--- src/rlcbe_pkg.sv ---
// Shared types and constants for the RGB LED chain bit encoder.
// No dependencies; every other file refers to this package by scoped names.
`default_nettype none

package rlcbe_pkg;

    // Register indexes on the configuration port
    typedef enum logic [2:0] {
        CFG_BIT_PERIOD  = 3'd0,
        CFG_HIGH_ZERO   = 3'd1,
        CFG_HIGH_ONE    = 3'd2,
        CFG_BRIGHTNESS  = 3'd3,
        CFG_PIXEL_COUNT = 3'd4
    } cfg_index_t;

    // Item kinds carried on the input tuser
    localparam logic CMD_TICK  = 1'b0;
    localparam logic CMD_WRITE = 1'b1;

    localparam int COLOR_W    = 8;
    localparam int TIME_W     = 16;
    localparam int COUNT_W    = 9;
    localparam int WORD_W     = 3 * COLOR_W;
    localparam int BIT_IDX_W  = 5;
    localparam int CFG_DATA_W = 16;

    localparam logic [BIT_IDX_W-1:0] LAST_BIT = BIT_IDX_W'(WORD_W - 1);

    // Register values after reset
    localparam logic [TIME_W-1:0]  RST_BIT_PERIOD  = 16'd80;
    localparam logic [TIME_W-1:0]  RST_HIGH_ZERO   = 16'd25;
    localparam logic [TIME_W-1:0]  RST_HIGH_ONE    = 16'd53;
    localparam logic [COLOR_W-1:0] RST_BRIGHTNESS  = 8'd255;
    localparam logic [COUNT_W-1:0] RST_PIXEL_COUNT = 9'd1;

    localparam int DEFAULT_MAX_PIXELS = 256;

    // One result word
    typedef struct packed {
        logic rejected;
        logic busy_res;
        logic pin_level;
    } result_t;

    // Timing registers handed to the bit sequencer
    typedef struct packed {
        logic [TIME_W-1:0] bit_period;
        logic [TIME_W-1:0] high_zero;
        logic [TIME_W-1:0] high_one;
    } timing_t;

endpackage

`default_nettype wire

--- src/rlcbe_color_scale.sv ---
// Brightness scaling and green/red/blue packing of one color write.
// Depends on rlcbe_pkg.
`default_nettype none

module rlcbe_color_scale
(
    input  wire logic [rlcbe_pkg::COLOR_W-1:0] red,
    input  wire logic [rlcbe_pkg::COLOR_W-1:0] green,
    input  wire logic [rlcbe_pkg::COLOR_W-1:0] blue,
    input  wire logic [rlcbe_pkg::COLOR_W-1:0] brightness,
    output logic      [rlcbe_pkg::WORD_W-1:0]  frame_word
);

    localparam int PROD_W = 2 * rlcbe_pkg::COLOR_W;

    logic [PROD_W-1:0] red_prod;
    logic [PROD_W-1:0] green_prod;
    logic [PROD_W-1:0] blue_prod;

    // Scale each color, keep the high byte
    assign red_prod   = PROD_W'(red) * PROD_W'(brightness);
    assign green_prod = PROD_W'(green) * PROD_W'(brightness);
    assign blue_prod  = PROD_W'(blue) * PROD_W'(brightness);

    // Pack green first so it leaves first
    assign frame_word = {green_prod[2*rlcbe_pkg::COLOR_W-1:rlcbe_pkg::COLOR_W],
                         red_prod[2*rlcbe_pkg::COLOR_W-1:rlcbe_pkg::COLOR_W],
                         blue_prod[2*rlcbe_pkg::COLOR_W-1:rlcbe_pkg::COLOR_W]};

endmodule

`default_nettype wire

--- src/rlcbe_bit_sequencer.sv ---
// Frame state and per-tick line timing: one item processed per step.
// Depends on rlcbe_pkg.
`default_nettype none

module rlcbe_bit_sequencer
#(
    parameter int LEN_W = 9
)
(
    input  wire logic                            clk,
    input  wire logic                            rst_n,
    input  wire logic                            step,
    input  wire logic                            cmd,
    input  wire logic [rlcbe_pkg::WORD_W-1:0]    color_word,
    input  wire rlcbe_pkg::timing_t              timing,
    input  wire logic [LEN_W-1:0]                chain_len,
    output rlcbe_pkg::result_t                   result
);

    logic [rlcbe_pkg::WORD_W-1:0]    frame_word_reg,    frame_word_next;
    logic [rlcbe_pkg::BIT_IDX_W-1:0] bit_index_reg,     bit_index_next;
    logic [LEN_W-1:0]                pixel_index_reg,   pixel_index_next;
    logic [rlcbe_pkg::TIME_W-1:0]    elapsed_ticks_reg, elapsed_ticks_next;
    logic                            sending_reg,       sending_next;

    logic                            cur_bit;
    logic [rlcbe_pkg::TIME_W-1:0]    high_time;
    logic [rlcbe_pkg::TIME_W-1:0]    bit_len;
    logic [rlcbe_pkg::TIME_W:0]      elapsed_inc;
    logic [LEN_W-1:0]                pixel_inc;

    // Current bit and its timing
    always_comb
    begin
        cur_bit   = frame_word_reg[rlcbe_pkg::LAST_BIT - bit_index_reg];
        high_time = cur_bit ? timing.high_one : timing.high_zero;
        bit_len   = (high_time > timing.bit_period) ? high_time : timing.bit_period;
        if (bit_len == '0)
        begin
            bit_len = rlcbe_pkg::TIME_W'(1);
        end
        elapsed_inc = {1'b0, elapsed_ticks_reg} + (rlcbe_pkg::TIME_W + 1)'(1);
        pixel_inc   = pixel_index_reg + LEN_W'(1);
    end

    // Next state and result for the item at hand
    always_comb
    begin
        frame_word_next    = frame_word_reg;
        bit_index_next     = bit_index_reg;
        pixel_index_next   = pixel_index_reg;
        elapsed_ticks_next = elapsed_ticks_reg;
        sending_next       = sending_reg;
        result.pin_level   = 1'b0;
        result.rejected    = 1'b0;

        if (cmd == rlcbe_pkg::CMD_WRITE)
        begin
            if (sending_reg)
            begin
                result.rejected = 1'b1;
            end
            else
            begin
                frame_word_next    = color_word;
                bit_index_next     = '0;
                pixel_index_next   = '0;
                elapsed_ticks_next = '0;
                sending_next       = (chain_len != '0);
            end
        end
        else if (sending_reg)
        begin
            result.pin_level = (elapsed_ticks_reg < high_time);
            if (elapsed_inc >= {1'b0, bit_len})
            begin
                elapsed_ticks_next = '0;
                if (bit_index_reg == rlcbe_pkg::LAST_BIT)
                begin
                    bit_index_next = '0;
                    if (pixel_inc >= chain_len)
                    begin
                        pixel_index_next = '0;
                        sending_next     = 1'b0;
                    end
                    else
                    begin
                        pixel_index_next = pixel_inc;
                    end
                end
                else
                begin
                    bit_index_next = bit_index_reg + rlcbe_pkg::BIT_IDX_W'(1);
                end
            end
            else
            begin
                elapsed_ticks_next = elapsed_inc[rlcbe_pkg::TIME_W-1:0];
            end
        end

        result.busy_res = sending_next;
    end

    // Advance state on each processed item
    always_ff @(posedge clk or negedge rst_n)
    begin
        if (!rst_n)
        begin
            frame_word_reg    <= '0;
            bit_index_reg     <= '0;
            pixel_index_reg   <= '0;
            elapsed_ticks_reg <= '0;
            sending_reg       <= 1'b0;
        end
        else if (step)
        begin
            frame_word_reg    <= frame_word_next;
            bit_index_reg     <= bit_index_next;
            pixel_index_reg   <= pixel_index_next;
            elapsed_ticks_reg <= elapsed_ticks_next;
            sending_reg       <= sending_next;
        end
    end

endmodule

`default_nettype wire

--- src/rgb_led_chain_bit_encoder.sv ---
// RGB LED chain bit encoder, top level. Depends on rlcbe_pkg, rlcbe_color_scale
// and rlcbe_bit_sequencer.
// An accepted word waits in the input register; its result goes to the result register.
// Throughput: one item per cycle, result side permitting; the bit sequencer's update
// sets that figure. A stalled result admits one more word, then holds s_axis_tready low.
// Reset (rst_n, async, active low) empties both registers, stops any frame and restores
// the configuration registers to their default values.
`default_nettype none

module rgb_led_chain_bit_encoder
#(
    parameter int MAX_PIXELS = rlcbe_pkg::DEFAULT_MAX_PIXELS
)
(
    input  wire logic                              clk,
    input  wire logic                              rst_n,
    // Input word
    input  wire logic                              s_axis_tvalid,
    output logic                                   s_axis_tready,
    input  wire logic [rlcbe_pkg::WORD_W-1:0]      s_axis_tdata,  // red, green, blue
    input  wire logic                              s_axis_tuser,  // cmd
    // Result word
    output logic                                   m_axis_tvalid,
    input  wire logic                              m_axis_tready,
    output logic [7:0]                             m_axis_tdata,  // pin_level, busy_res, rejected
    // Configuration writes
    input  wire logic                              cfg_valid,
    output logic                                   cfg_ready,
    input  wire logic [2:0]                        cfg_index,
    input  wire logic [rlcbe_pkg::CFG_DATA_W-1:0]  cfg_data
);

    localparam int PIX_W = $clog2(MAX_PIXELS + 1);
    localparam int LEN_W = (PIX_W > rlcbe_pkg::COUNT_W) ? PIX_W : rlcbe_pkg::COUNT_W;

    logic [rlcbe_pkg::TIME_W-1:0]  bit_period_reg;
    logic [rlcbe_pkg::TIME_W-1:0]  high_zero_reg;
    logic [rlcbe_pkg::TIME_W-1:0]  high_one_reg;
    logic [rlcbe_pkg::COLOR_W-1:0] brightness_reg;
    logic [rlcbe_pkg::COUNT_W-1:0] pixel_count_reg;

    logic                          in_valid_reg;
    logic                          in_cmd_reg;
    logic [rlcbe_pkg::COLOR_W-1:0] in_red_reg;
    logic [rlcbe_pkg::COLOR_W-1:0] in_green_reg;
    logic [rlcbe_pkg::COLOR_W-1:0] in_blue_reg;

    logic                          res_valid_reg;
    rlcbe_pkg::result_t            res_reg;

    logic                          step;
    logic [rlcbe_pkg::WORD_W-1:0]  color_word;
    logic [LEN_W-1:0]              count_ext;
    logic [LEN_W-1:0]              chain_len;
    rlcbe_pkg::timing_t            timing;
    rlcbe_pkg::result_t            result;
    rlcbe_pkg::cfg_index_t         cfg_sel;

    // Configuration registers, always writable
    assign cfg_ready = 1'b1;
    assign cfg_sel   = rlcbe_pkg::cfg_index_t'(cfg_index);

    always_ff @(posedge clk or negedge rst_n)
    begin
        if (!rst_n)
        begin
            bit_period_reg  <= rlcbe_pkg::RST_BIT_PERIOD;
            high_zero_reg   <= rlcbe_pkg::RST_HIGH_ZERO;
            high_one_reg    <= rlcbe_pkg::RST_HIGH_ONE;
            brightness_reg  <= rlcbe_pkg::RST_BRIGHTNESS;
            pixel_count_reg <= rlcbe_pkg::RST_PIXEL_COUNT;
        end
        else if (cfg_valid)
        begin
            case (cfg_sel)
                rlcbe_pkg::CFG_BIT_PERIOD:  bit_period_reg  <= cfg_data;
                rlcbe_pkg::CFG_HIGH_ZERO:   high_zero_reg   <= cfg_data;
                rlcbe_pkg::CFG_HIGH_ONE:    high_one_reg    <= cfg_data;
                rlcbe_pkg::CFG_BRIGHTNESS:  brightness_reg  <= cfg_data[rlcbe_pkg::COLOR_W-1:0];
                rlcbe_pkg::CFG_PIXEL_COUNT: pixel_count_reg <= cfg_data[rlcbe_pkg::COUNT_W-1:0];
                default: ;
            endcase
        end
    end

    // Clamp the chain length to the supported pixel count
    assign count_ext = LEN_W'(pixel_count_reg);
    assign chain_len = (count_ext > LEN_W'(MAX_PIXELS)) ? LEN_W'(MAX_PIXELS) : count_ext;

    assign timing.bit_period = bit_period_reg;
    assign timing.high_zero  = high_zero_reg;
    assign timing.high_one   = high_one_reg;

    // Process the held word when the result slot is free or draining
    assign step          = in_valid_reg && (!res_valid_reg || m_axis_tready);
    assign s_axis_tready = !in_valid_reg || step;

    // Input register
    always_ff @(posedge clk or negedge rst_n)
    begin
        if (!rst_n)
        begin
            in_valid_reg <= 1'b0;
        end
        else if (s_axis_tready)
        begin
            in_valid_reg <= s_axis_tvalid;
        end
    end

    always_ff @(posedge clk)
    begin
        if (s_axis_tready && s_axis_tvalid)
        begin
            in_cmd_reg   <= s_axis_tuser;
            in_red_reg   <= s_axis_tdata[rlcbe_pkg::COLOR_W-1:0];
            in_green_reg <= s_axis_tdata[2*rlcbe_pkg::COLOR_W-1:rlcbe_pkg::COLOR_W];
            in_blue_reg  <= s_axis_tdata[3*rlcbe_pkg::COLOR_W-1:2*rlcbe_pkg::COLOR_W];
        end
    end

    rlcbe_color_scale u_color_scale
    (
        .red        (in_red_reg),
        .green      (in_green_reg),
        .blue       (in_blue_reg),
        .brightness (brightness_reg),
        .frame_word (color_word)
    );

    rlcbe_bit_sequencer
    #(
        .LEN_W (LEN_W)
    )
    u_bit_sequencer
    (
        .clk        (clk),
        .rst_n      (rst_n),
        .step       (step),
        .cmd        (in_cmd_reg),
        .color_word (color_word),
        .timing     (timing),
        .chain_len  (chain_len),
        .result     (result)
    );

    // Result register
    always_ff @(posedge clk or negedge rst_n)
    begin
        if (!rst_n)
        begin
            res_valid_reg <= 1'b0;
        end
        else if (step)
        begin
            res_valid_reg <= 1'b1;
        end
        else if (m_axis_tready)
        begin
            res_valid_reg <= 1'b0;
        end
    end

    always_ff @(posedge clk)
    begin
        if (step)
        begin
            res_reg <= result;
        end
    end

    assign m_axis_tvalid = res_valid_reg;
    assign m_axis_tdata  = {5'b00000, res_reg.rejected, res_reg.busy_res, res_reg.pin_level};

endmodule

`default_nettype wire

--- config.mk ---
export PLATFORM = sky130hd
export DESIGN_NAME = rgb_led_chain_bit_encoder
export DESIGN_NICKNAME = d
export VERILOG_FILES = /design/src/rlcbe_pkg.sv /design/src/rlcbe_color_scale.sv /design/src/rlcbe_bit_sequencer.sv /design/src/rgb_led_chain_bit_encoder.sv
export SDC_FILE = /design/constraint.sdc
export NUM_CORES = 1
export LEC_CHECK = 0
export BUFFER_PORTS_ARGS = -buffer_cell sky130_fd_sc_hd__buf_4
export CAP_MARGIN = 20
export CORE_MARGIN = 5
export CORE_UTILIZATION = 32
export DETAILED_ROUTE_END_ITERATION = 7
export PLACE_DENSITY_LB_ADDON = 0.25
export SETUP_SLACK_MARGIN = 0.5
export SYNTH_ARGS = -nofsm -noshare
export SYNTH_HDL_FRONTEND = slang
export SYNTH_HIERARCHICAL = 1
export SYNTH_SLANG_ARGS = --single-unit
--- constraint.sdc ---
create_clock -name clk -period 6.5 [get_ports clk]
set_input_delay 1.3 -clock clk [delete_from_list [all_inputs] [get_ports clk]]
set_output_delay 1.3 -clock clk [all_outputs]
set_load 0.02 [all_outputs]
==> reports/qor_table.md, run 1 <==
| Result | Value |
| --- | --- |
| Result of the run | complete, no violations |
| Count of clock tree sinks | 150 |
| Crit path launch type | flip-flop |
| Maximum number of pins on one net before global-route repair | 79 |
| Average wire per cell in the routed design | 16.7 µm |
| Wire length of the first global-routing pass | 56200 µm |
| Met2 GRT Util | 0.220 |
| CP Capture Type | flip-flop |
| Number of vias after detailed routing | 10023 |
| Number of max-cap violations | 0 |
| Final setup violation count | 0 |
| CP Max Fanout | 24 |
| Min-Delay Startpoint | in_valid_reg |
| Clock buffers created by TritonCTS | 17 |
| Final count of hold timing violations | 0 |
| Power per unit of standard cell area | 395 mW/mm² |
| Global-route layer with the greatest usage | met2 |
| Clock transition at the registers of the reported paths | 70 ps |
| Sequential-to-total area share from yosys stat | 0.274 |
| Remaining global-route overflow | 0 |
| Power consumption | 6.38 mW |
| Core Region | 0.0442 mm² |
| Number of synthesized register bits | 150 |
| Library cell occupying the most area in the post-synthesis netlist | sky130_fd_sc_hd__dfrtp_1 |
| Number of remaining DRC errors | 0 |
| Clock tree from TritonCTS | built |
| Clock Tree Root | sky130_fd_sc_hd__clkbuf_16 |
| Leakage power of the design | 7.82 nW |
| Pins Over Slew Limit | 0 |
| Initial Util | 0.324 |
| Height of the die | 221 µm |
| Crit share post-route | 0.884 |
| Setup repair after global routing missed its margin | false |
| Sum of negative setup slack | 0 ps |
| Synth-to-layout area growth | 12.7% |
| Layout cells sized above 1 | 0.185 |
| Standard cell area after detailed placement | 0.0153 mm² |
| Cell area after technology mapping | 0.0143 mm² |
| Global Route met3 Usage | 0.0231 |
| Fill cell total of the finished layout | 4463 |
| Reg-to-reg slack, setup | 750 ps |
| Flip-flop cell with the highest count after synthesis | sky130_fd_sc_hd__dfrtp_1 |
| Slew @ Worst Pin | 606 ps |
| Final clock skew | 14.3 ps |
| Number of enable flip-flop cells after synthesis | 28 |
| Wire length after detailed routing | 34200 µm |
| Minimum clock period after layout | 5750 ps |
| Number of buffers inserted by hold repair at cts | 0 |
| Fraction of registers with async set/reset | 0.813 |
| Count of unique library cells instantiated by Yosys | 79 |
| Count of antenna-violating nets left after detailed routing | 0 |
| # H-tree levels | 4 |
| Dominant cell by count in the synthesized netlist | sky130_fd_sc_hd__inv_1 |
| Detailed-placement wirelength estimate | 26100 µm |
| Overall track demand over capacity in global routing | 0.141 |
| Max FFs per register | 24 |
| Maximum VDD drop | 0.348 mV |
| Number of primary I/O pins | 60 |
| Top cells by area, synth | sky130_fd_sc_hd__dfrtp_1, sky130_fd_sc_hd__fa_1, sky130_fd_sc_hd__ha_1, sky130_fd_sc_hd__mux2_2, sky130_fd_sc_hd__and2_1 |
| Worst Path Required | 6840 ps |
| Most frequent cells after synthesis | sky130_fd_sc_hd__inv_1, sky130_fd_sc_hd__ha_1, sky130_fd_sc_hd__and2_1 |
| First-pass detailed-route iteration total | 5 |
| ANT cells | 0 |
| Routability-driven placement congestion ratio | 0.817 |
| Drt via density | 4.89 |
| Cell count after synthesis | 1383 |
| Slew HR | 0.596 |
| Hold crit path type | flip-flop to flip-flop |
| Total of buffers placed on input and output ports | 53 |
| Placement Rows | 77 |
| Worst setup path class | flip-flop to flip-flop |
| Reg-to-reg critical path startpoint | u_bit_sequencer/bit_index_reg[1] |
| Clk Latency, worst-skew pair | 450 ps |
| Clock Tree Buf Depth | 2 |
| Number of antenna violations at the first check in global routing | 0 |
| Vias in the first global route | 10577 |
| Worst Setup SP | u_bit_sequencer/bit_index_reg[1] |
| Post-Synthesis Mean Instance Area | 10.3 µm² |
| Final #Nets | 1758 |
| Yosys warns | 6 |
| Starting DRT DRC Count | 493 |
| Area share of the largest cell type after synthesis | 0.182 |
| Width of the die | 221 µm |
| Die area | 0.0490 mm² |
| Maximum clock frequency | 174 MHz |
| Met1 Usage GRT | 0.200 |
| Final Instance Area | 0.0161 mm² |
| Critical path arrival | 6080 ps |
report_power, final:
| part | switching, mW | internal (mW) |
|---|---|---|
| Sequential | 0.191 | 1.10 |
| Combinational | 2.28 | 1.75 |
| Clock | 0.471 | 0.586 |
| Total | 2.94 | 3.43 |
per-stage QoR:
step | hold WS (ps) | setup WS, ps | util | instances
6_report | 494 | 752 | 0.365 | 2048
5_1_grt | 514 | 496 | 0.365 | 2048
4_1_cts | 504 | 514 | 0.361 | 2037
3_5_place_dp | 485 | 162 | 0.346 | 2000
3_3_place_gp | 470 | 309 | 0.346 | 2000
2_1_floorplan | 449 | 720 | - | 1387
final cells by class:
| type | instances | area [µm²] | share of cell area |
|---|---|---|---|
| Multi-Input combinational cell | 1017 | 9530 | 0.591 |
| Timing Repair Buffer | 79 | 641 | 0.0397 |
| Inverter | 177 | 668 | 0.0415 |
| Tap cell | 592 | 741 | 0.0460 |
| Clock inverter | 14 | 181 | 0.0113 |
| Sequential cell | 150 | 3920 | 0.243 |
| Clock buffer | 18 | 429 | 0.0266 |
| Timing Repair inverter | 1 | 7.51 | 0.000466 |
cell usage in the layout (no fill, tap or decap), drive strengths merged, types with 8 or more instances in the layout:
cell type and instances:
a21o 32, a21oi 37, a22o 22, and2 144, buf 79, clkbuf 18
dfrtp 104, dfstp 18, edfxtp 28, fa 105, ha 161, inv 185
mux2 105, mux2i 22, nand2 89, nand3 27, nand4 14, nor2 32
nor2b 18, nor4 11, o21ai 42, o21bai 8, xnor2 25, xor2 15
layer usage:
layer | part of all wire | vias up
met5 | 0 | -
met4 | 0.023 | 0
met3 | 0.033 | 48
met2 | 0.45 | 167
met1 | 0.49 | 4983
li1 | - | 4825
what timing repair did:
item | 4_1_cts | 5_1_grt
gates resized for setup | 3 | 10
gates cloned | 1 | 1
pin swaps | 3 | 5
buffers inserted | 4 | 7
setup endpoints to repair | 29 | 31
worst paths after layout:
| kind | to | cells past startpoint |
|---|---|---|
| hold / removal | m_axis_tvalid | 1 |
| setup reg to reg | u_bit_sequencer/pixel_index_reg[6] | 25 |
| hold reg to reg | m_axis_tvalid | 1 |
| max in group asynchronous | high_one_reg[5] | 3 |
| setup / recovery | u_bit_sequencer/pixel_index_reg[6] | 25 |
| min in group asynchronous | u_bit_sequencer/elapsed_ticks_reg[11] | 1 |
kinds of logic after synthesis:
group / Yosys count / share of synthesized area
AOI/OAI and AO/OA: 195 / 0.0961
xor gates and xnor gates: 40 / 0.0245
adders and majority gates: 266 / 0.288
buffers and inverters: 221 / 0.0647
DFF: 150 / 0.274
muxes: 129 / 0.103
other: 2 / 0.000525
and+or+nand+nor: 380 / 0.150
worst max-delay path, cell delays in order (launching register included):
cell	delay, ps
sky130_fd_sc_hd__dfrtp_2	460
sky130_fd_sc_hd__buf_4	210
sky130_fd_sc_hd__mux2i_1	120
sky130_fd_sc_hd__mux4_2	500
sky130_fd_sc_hd__a22oi_2	290
sky130_fd_sc_hd__buf_4	180
sky130_fd_sc_hd__o21ai_4	100
sky130_fd_sc_hd__mux2_4	340
sky130_fd_sc_hd__ha_1	290
sky130_fd_sc_hd__a21oi_1	130
sky130_fd_sc_hd__nor2b_1	50
sky130_fd_sc_hd__o21ai_0	140
sky130_fd_sc_hd__o21ai_0	120
sky130_fd_sc_hd__o31ai_2	220
sky130_fd_sc_hd__a21oi_2	100
sky130_fd_sc_hd__buf_8	180
sky130_fd_sc_hd__o21ai_0	170
sky130_fd_sc_hd__ha_1	270
sky130_fd_sc_hd__a21o_1	160
sky130_fd_sc_hd__a21o_1	170
sky130_fd_sc_hd__a211oi_1	250
sky130_fd_sc_hd__o21ai_1	160
sky130_fd_sc_hd__a2111oi_4	430
sky130_fd_sc_hd__or3_4	260
sky130_fd_sc_hd__nor2_2	90
sky130_fd_sc_hd__a22o_1	240
No activity file was read; power rests on OpenSTA's default activity.
==> run 2, diff against run 1 <==
- ABC_AREA: default -> 1
==> run 2 against run 1 <==
  * Flip-flop and latch count stayed put
  * Clock power hardly changed
  * Sequential share of layout area is 1.2 points lower
  * Largest cell class unchanged
  * Count of clock-buffer cells in the layout is 2 higher
  * Routed wire length is 8.1% higher
  * Critical path type unchanged
==> reports/qor_table.md, run 2 <==
| Result | Value |
| --- | --- |
| Slew HR | 0.316 |
| Drt via density | 4.56 |
| Share of cell area taken by muxes after synthesis | 0.00724 |
| Global Route met3 Usage | 0.0159 |
| Synth-to-layout area growth | 9.05% |
| Hold crit path type | flip-flop to flip-flop |
| Worst setup path class | flip-flop to flip-flop |
| Number of synthesized register bits | 150 |
| Fraction of power consumed by sequential logic | 0.202 |
| Width of the die | 231 µm |
| Cell count after synthesis | 2029 |
| Power spent charging and discharging nets | 3.72 mW |
| Number of enable flip-flop cells after synthesis | 28 |
| Count of clock tree sinks | 150 |
| Top cells by area, synth | sky130_fd_sc_hd__dfrtp_1, sky130_fd_sc_hd__fa_1, sky130_fd_sc_hd__nand2_1, sky130_fd_sc_hd__ha_1, sky130_fd_sc_hd__inv_1 |
| Final #Nets | 2353 |
| Routability-driven placement congestion ratio | 0.861 |
| Fraction of registers with async set/reset | 0.813 |
| Average wire per cell in the routed design | 13.9 µm |
| Setup repair after global routing missed its margin | false |
| Number of max-cap violations | 0 |
| Met2 GRT Util | 0.241 |
| Simple-gate share of the synthesized area | 0.218 |
| Vias in the first global route | 12672 |
| Min-Delay Startpoint | high_one_reg[0] |
| Relative contribution of the clock network to total power | 0.142 |
| Placement Rows | 80 |
| Slew @ Worst Pin | 1020 ps |
| Flip-flop cell with the highest count after synthesis | sky130_fd_sc_hd__dfrtp_1 |
| Starting DRT DRC Count | 730 |
| Maximum number of pins on one net before global-route repair | 72 |
| Final clock skew | 13.3 ps |
| Slowest CP cell | sky130_fd_sc_hd__dfrtp_2 |
| Power per unit of standard cell area | 425 mW/mm² |
| Core Region | 0.0479 mm² |
| ANT cells | 0 |
| Crit path launch type | flip-flop |
| Clock buffers created by TritonCTS | 17 |
| Worst path top cell family by delay | simple AND/OR/NAND/NOR gates |
| Count of unique library cells instantiated by Yosys | 50 |
| Global-route layer with the greatest usage | met2 |
| Most common cell after layout, fill and taps aside | sky130_fd_sc_hd__nand2_1 |
| Number of vias after detailed routing | 12150 |
| Pins Over Slew Limit | 0 |
| Count of antenna-violating nets left after detailed routing | 0 |
| Cell area after technology mapping | 0.0156 mm² |
| Wire length of the first global-routing pass | 62600 µm |
| Maximum clock frequency | 189 MHz |
| Worst hold endpoint | high_one_reg[0] |
| Result of the run | complete, no violations |
| Reg-to-reg critical path startpoint | u_bit_sequencer/bit_index_reg[0] |
| CP Capture Type | flip-flop |
| Switching Fraction | 0.516 |
| Most numerous cell on the critical path | sky130_fd_sc_hd__nand2_1 |
| Clock transition at the registers of the reported paths | 70 ps |
| Leakage power of the design | 9.86 nW |
| Number of primary I/O pins | 60 |
| Xor/xnor cell area share of the yosys netlist | 0.0169 |
| Area share of the largest cell type after synthesis | 0.167 |
| Largest stage delay on the critical path | 530 ps |
| Met1 Usage GRT | 0.196 |
| CP Max Fanout | 18 |
| Height of the die | 231 µm |
| Internal power summed over all cells | 3.49 mW |
| Clock Tree Buf Depth | 2 |
| Logic pwr share | 0.655 |
| Worst flop-to-flop path endpoint | u_bit_sequencer/pixel_index_reg[3] |
| Commonest cells after routing, fill and taps aside | sky130_fd_sc_hd__nand2_1, sky130_fd_sc_hd__inv_1, sky130_fd_sc_hd__ha_1 |
| Total of buffers placed on input and output ports | 53 |
| Library cell occupying the most area in the post-synthesis netlist | sky130_fd_sc_hd__dfrtp_1 |
| Dominant cell by count in the synthesized netlist | sky130_fd_sc_hd__nand2_1 |
| Sequential-to-total area share from yosys stat | 0.252 |
| Die area | 0.0531 mm² |
| Wire length after detailed routing | 36900 µm |
| Final count of hold timing violations | 0 |
| Crit share post-route | 0.816 |
| Clk Latency, worst-skew pair | 450 ps |
| Remaining global-route overflow | 0 |
| Main combinational cell family by area after synthesis | adder cells |
| # H-tree levels | 4 |
| Maximum VDD drop | 0.201 mV |
| Clock tree from TritonCTS | built |
| Worst Path Required | 6830 ps |
| First-pass detailed-route iteration total | 5 |
| Reg-to-reg slack, setup | 1200 ps |
| Cell depth of the worst hold path | 2 |
| Final setup violation count | 0 |
| Hold Worst Slack | 482 ps |
| Clock Tree Root | sky130_fd_sc_hd__clkbuf_16 |
| Layout cells sized above 1 | 0.122 |
| Post-synthesis compound-gate area fraction | 0.0927 |
| Register-to-Register Path Depth | 27 |
| Count of buffer and inverter cells on the critical path | 5 |
| Overall track demand over capacity in global routing | 0.143 |
| Minimum clock period after layout | 5300 ps |
| Sum of negative setup slack | 0 ps |
| Post-Synthesis Mean Instance Area | 7.67 µm² |
| Number of antenna violations at the first check in global routing | 0 |
| Number of remaining DRC errors | 0 |
| Detailed-placement wirelength estimate | 28800 µm |
| Max FFs per register | 24 |
| Critical path arrival | 5630 ps |
| Synthesized-area fraction occupied by adder cells | 0.265 |
| Yosys warns | 6 |
| Initial Util | 0.325 |
| Most frequent cells after synthesis | sky130_fd_sc_hd__nand2_1, sky130_fd_sc_hd__inv_1, sky130_fd_sc_hd__ha_1 |
[run 2: cell count changes after synthesis, moves of 45 or more]
cell	delta
sky130_fd_sc_hd__nor2_1	+64
sky130_fd_sc_hd__mux2_2	-87
sky130_fd_sc_hd__nand2_1	+451
sky130_fd_sc_hd__inv_1	+310
sky130_fd_sc_hd__o21ai_2	+73
sky130_fd_sc_hd__nand3_1	+45
sky130_fd_sc_hd__and2_1	-138
[run 2: cell type report]
class	count	area (µm²)
clock buffers	20	468
repair buffers	58	455
well taps	615	769
fillers	4979	31000
inverters	494	1860
multi-input cells	1317	9370
flip-flops and latches	150	3920
clock inverters	12	129
[run 2: worst register-to-register path, delay by kind of cell (launching register included)]
family | cells | cell delay [ps]
adder cells (fa/ha/maj) | 2 | 580
AO/OA/AOI/OAI | 3 | 470
buffers and inverters | 5 | 600
AND/OR/NAND/NOR | 17 | 3000
flip-flops | 1 | 530
[run 2: through the flow]
stage | cells | setup slack, ps | utilization | area, µm² | total power, mW
after floorplan | 2033 | 2030 | - | 15600 | 5.07
after global routing | 2666 | 567 | 0.354 | 17000 | 8.10
after CTS | 2664 | 548 | 0.353 | 16900 | 7.23
after global placement | 2632 | 742 | 0.340 | 16300 | 6.09
final | 2666 | 1200 | 0.354 | 17000 | 7.21
after detailed placement | 2632 | 561 | 0.340 | 16300 | 6.15
[run 2: power groups by stage]
stage,Combinational [mW],Clock (mW),Sequential [mW]
floorplan,3.78,0,1.29
global placement,4.61,0,1.47
detailed placement,4.68,0,1.47
CTS,4.72,1.06,1.46
global route,5.51,1.09,1.49
finish,4.72,1.03,1.46
[run 2: logic make-up (layout without fill, tap and decap cells)]
family                   after synthesis  count (layout)
buffers and inverters                567             584
other                                  2               6
multiplexers                          10              10
adder cells (fa/ha/maj)              266             266
flip-flops                           150             150
XOR/XNOR                              30              30
AO/OA/AOI/OAI                        221             221
AND/OR/NAND/NOR                      783             784
[run 2: how the worst max path moves through the flow]
stage,depth (start not counted),end,slack [ps],start
after floorplan,30,m_axis_tdata[1],2030,u_bit_sequencer/bit_index_reg[0]
after global placement,27,u_bit_sequencer/elapsed_ticks_reg[10],740,u_bit_sequencer/bit_index_reg[0]
after detailed placement,27,u_bit_sequencer/elapsed_ticks_reg[10],560,u_bit_sequencer/bit_index_reg[0]
after CTS,27,u_bit_sequencer/elapsed_ticks_reg[10],550,u_bit_sequencer/bit_index_reg[0]
after global routing,27,u_bit_sequencer/pixel_index_reg[3],570,u_bit_sequencer/bit_index_reg[0]
final,27,u_bit_sequencer/pixel_index_reg[3],1200,u_bit_sequencer/bit_index_reg[0]
[run 2: per-layer routing]
metal,share of wire,wire length [µm],up-vias
met1,0.49,18200,5809
met5,0,0,-
met3,0.027,998,26
li1,-,-,6172
met4,0.013,468,0
met2,0.47,17200,143
[run 2: timing repair]
action,4_1_cts,5_1_grt
gates resized for setup,0,5
buffers inserted,0,0
hold endpoints to repair,0,0
hold buffers,0,0
endpoints found under the setup margin,0,32
==> run 3, diff against run 2 <==
- clock period: 6.5 -> 4.33 ns (I/O delays scaled with it)
==> run 3 against run 2 <==
  * The run now ends with negative setup slack left
  * Routed wire length up 7.8%
  * Largest power group unchanged
  * Via count up 6.5%
  * Die area unchanged
  * First-iteration DRC count down 22%
  * Worst setup slack worse by 1600 ps
  * Combinational power up 150%
==> reports/qor_table.md, run 3 (synthesis gave the netlist of run 2 again) <==
| Result | Value |
| --- | --- |
| Result of the run | complete, but fails checks |
| Violated checks | negative setup slack |
| Max FFs per register | 24 |
| Slew HR | 0.127 |
| Worst setup path class | flip-flop to flip-flop |
| Height of the die | 231 µm |
| Clock buffers created by TritonCTS | 17 |
| Worst Path Required | 4690 ps |
| Slowest CP cell | sky130_fd_sc_hd__dfrtp_2 |
| Maximum number of pins on one net before global-route repair | 77 |
| Total of buffers placed on input and output ports | 53 |
| Critical path arrival | 5060 ps |
| Pins Over Slew Limit | 0 |
| Initial Util | 0.325 |
| ANT cells | 0 |
| Hold crit path type | input port to asynchronous set/reset pin |
| Most numerous cell on the critical path | sky130_fd_sc_hd__nand2_1 |
| Overall track demand over capacity in global routing | 0.148 |
| Vias in the first global route | 13115 |
| Count of antenna-violating nets left after detailed routing | 0 |
| Reg-to-reg slack, setup | -360 ps |
| Fraction of power consumed by sequential logic | 0.135 |
| Wire length of the first global-routing pass | 64500 µm |
| Starting DRT DRC Count | 571 |
| Clock Tree Buf Depth | 2 |
| Final Instance Area | 0.0198 mm² |
| Clock transition at the registers of the reported paths | 70 ps |
| Number of buffers inserted by hold repair at cts | 0 |
| Detailed-placement wirelength estimate | 30000 µm |
| Routability-driven placement congestion ratio | 0.823 |
| Final clock skew | 12.5 ps |
| Non-Filler Instances | 2814 |
| CP Max Fanout | 7 |
| Largest stage delay on the critical path | 440 ps |
| Slew @ Worst Pin | 1300 ps |
| Worst Setup Slack, final | -365 ps |
| Final #Nets | 2501 |
| Count of clock tree sinks | 150 |
| # H-tree levels | 4 |
| CP Capture Type | flip-flop |
| Die area | 0.0531 mm² |
| Final setup violation count | 34 |
| Standard cell area after detailed placement | 0.0175 mm² |
| Average wire per cell in the routed design | 14.2 µm |
| Power spent charging and discharging nets | 7.35 mW |
| Number of antenna violations at the first check in global routing | 0 |
| Final core utilization | 0.412 |
| Sum of negative setup slack | -10500 ps |
| Synth-to-layout area growth | 27.1% |
| Number of remaining DRC errors | 0 |
| Clock tree from TritonCTS | built |
| Most common cell after layout, fill and taps aside | sky130_fd_sc_hd__nand2_1 |
| Number of primary I/O pins | 60 |
| Clk Latency, worst-skew pair | 470 ps |
| Final count of hold timing violations | 0 |
| Layout cells sized above 1 | 0.297 |
| Number of vias after detailed routing | 12937 |
| Placed Cells | 2726 |
| Width of the die | 231 µm |
| Wire length after detailed routing | 39800 µm |
| Drt via density | 4.60 |
| Internal power summed over all cells | 7.90 mW |
| Core Region | 0.0479 mm² |
| Power per unit of standard cell area | 771 mW/mm² |
| Placement Rows | 80 |
| Setup repair after global routing missed its margin | true |
| Minimum clock period after layout | 4690 ps |
| Switching Fraction | 0.482 |
| Remaining global-route overflow | 0 |
| Commonest cells after routing, fill and taps aside | sky130_fd_sc_hd__nand2_1, sky130_fd_sc_hd__inv_1, sky130_fd_sc_hd__buf_4 |
| Maximum VDD drop | 0.461 mV |
| Clock Tree Root | sky130_fd_sc_hd__clkbuf_16 |
| First-pass detailed-route iteration total | 7 |
| Logic pwr share | 0.772 |
| Power consumption | 15.3 mW |
| Crit path launch type | flip-flop |
| Maximum clock frequency | 213 MHz |
| Leakage power of the design | 10.8 nW |
| Relative contribution of the clock network to total power | 0.093 |
| Number of max-cap violations | 0 |
| Crit share post-route | 1.08 |
## run 3: changes by cell type in the layout (fill, tap and decap cells not counted), moves of 24 or more
| cell | change |
|---|---|
| sky130_fd_sc_hd__buf_4 | +97 |
| sky130_fd_sc_hd__nand2_2 | +48 |
| sky130_fd_sc_hd__inv_2 | +53 |
| sky130_fd_sc_hd__buf_6 | +25 |
| sky130_fd_sc_hd__ha_1 | -36 |
| sky130_fd_sc_hd__nand2_1 | -73 |
| sky130_fd_sc_hd__inv_1 | -58 |
| sky130_fd_sc_hd__nand2_4 | +24 |
| sky130_fd_sc_hd__ha_4 | +35 |
## run 3: power groups by stage
stage,sequential (mW),clock (mW),combinational (mW)
final,2.06,1.41,11.8
after global routing,2.10,1.51,13.1
after CTS,2.07,1.47,9.61
after detailed placement,2.08,0,9.15
after global placement,2.08,0,9.03
after floorplan,1.94,0,6.68
## run 3: per-stage QoR
stage | hold slack [ps] | worst slack, ps
floorplan | 447 | 168
global placement | 460 | -184
detailed placement | 469 | -215
CTS | 481 | -204
global route | 259 | -722
finish | 269 | -365
## run 3: cell type report
class                      instances  area, µm²
clock buffer                      22        464
clock inverter                    10       75.1
fill                            4791      28200
inverter                         494       1880
multi-input combinational       1318      10700
sequential                       150       3930
tap                              615        769
timing repair buffer             204       1950
timing repair inverter             1       8.76
## run 3: timing repair
item                       in CTS  in global routing
cloned                          2                  7
buffers inserted                1                 45
hold endpoints to repair        0                  0
pin swaps                      80                124
setup endpoints to repair      56                 56
gates resized for setup        58                230
## run 3: path summary, 6_finish.rpt
check / startpoint / endpoint / cells past startpoint
worst max-delay path: u_bit_sequencer/bit_index_reg[0] / u_bit_sequencer/pixel_index_reg[8] / 30
worst min-delay path: rst_n / high_one_reg[12] / 1
min in group clk: high_one_reg[0] / high_one_reg[0] / 2
worst max register to register: u_bit_sequencer/bit_index_reg[0] / u_bit_sequencer/pixel_index_reg[8] / 30
worst min register to register: high_one_reg[0] / high_one_reg[0] / 2
max in group asynchronous: rst_n / bit_period_reg[6] / 2
## run 3: worst max-delay path, delay by kind of cell (launching register included)
family	cells	cell delay, ps
AOI/OAI and AO/OA	3	340
adders and majority gates	2	530
buffers and inverters	8	970
DFF	1	440
and+or+nand+nor	17	2300
## run 3: metal layers
layer,part of all wire,vias to the layer above,GRT usage
met5,0,-,0
met4,0.015,0,0.0398
met3,0.033,35,0.0274
met2,0.49,167,0.256
met1,0.46,6246,0.190
li1,-,6489,-
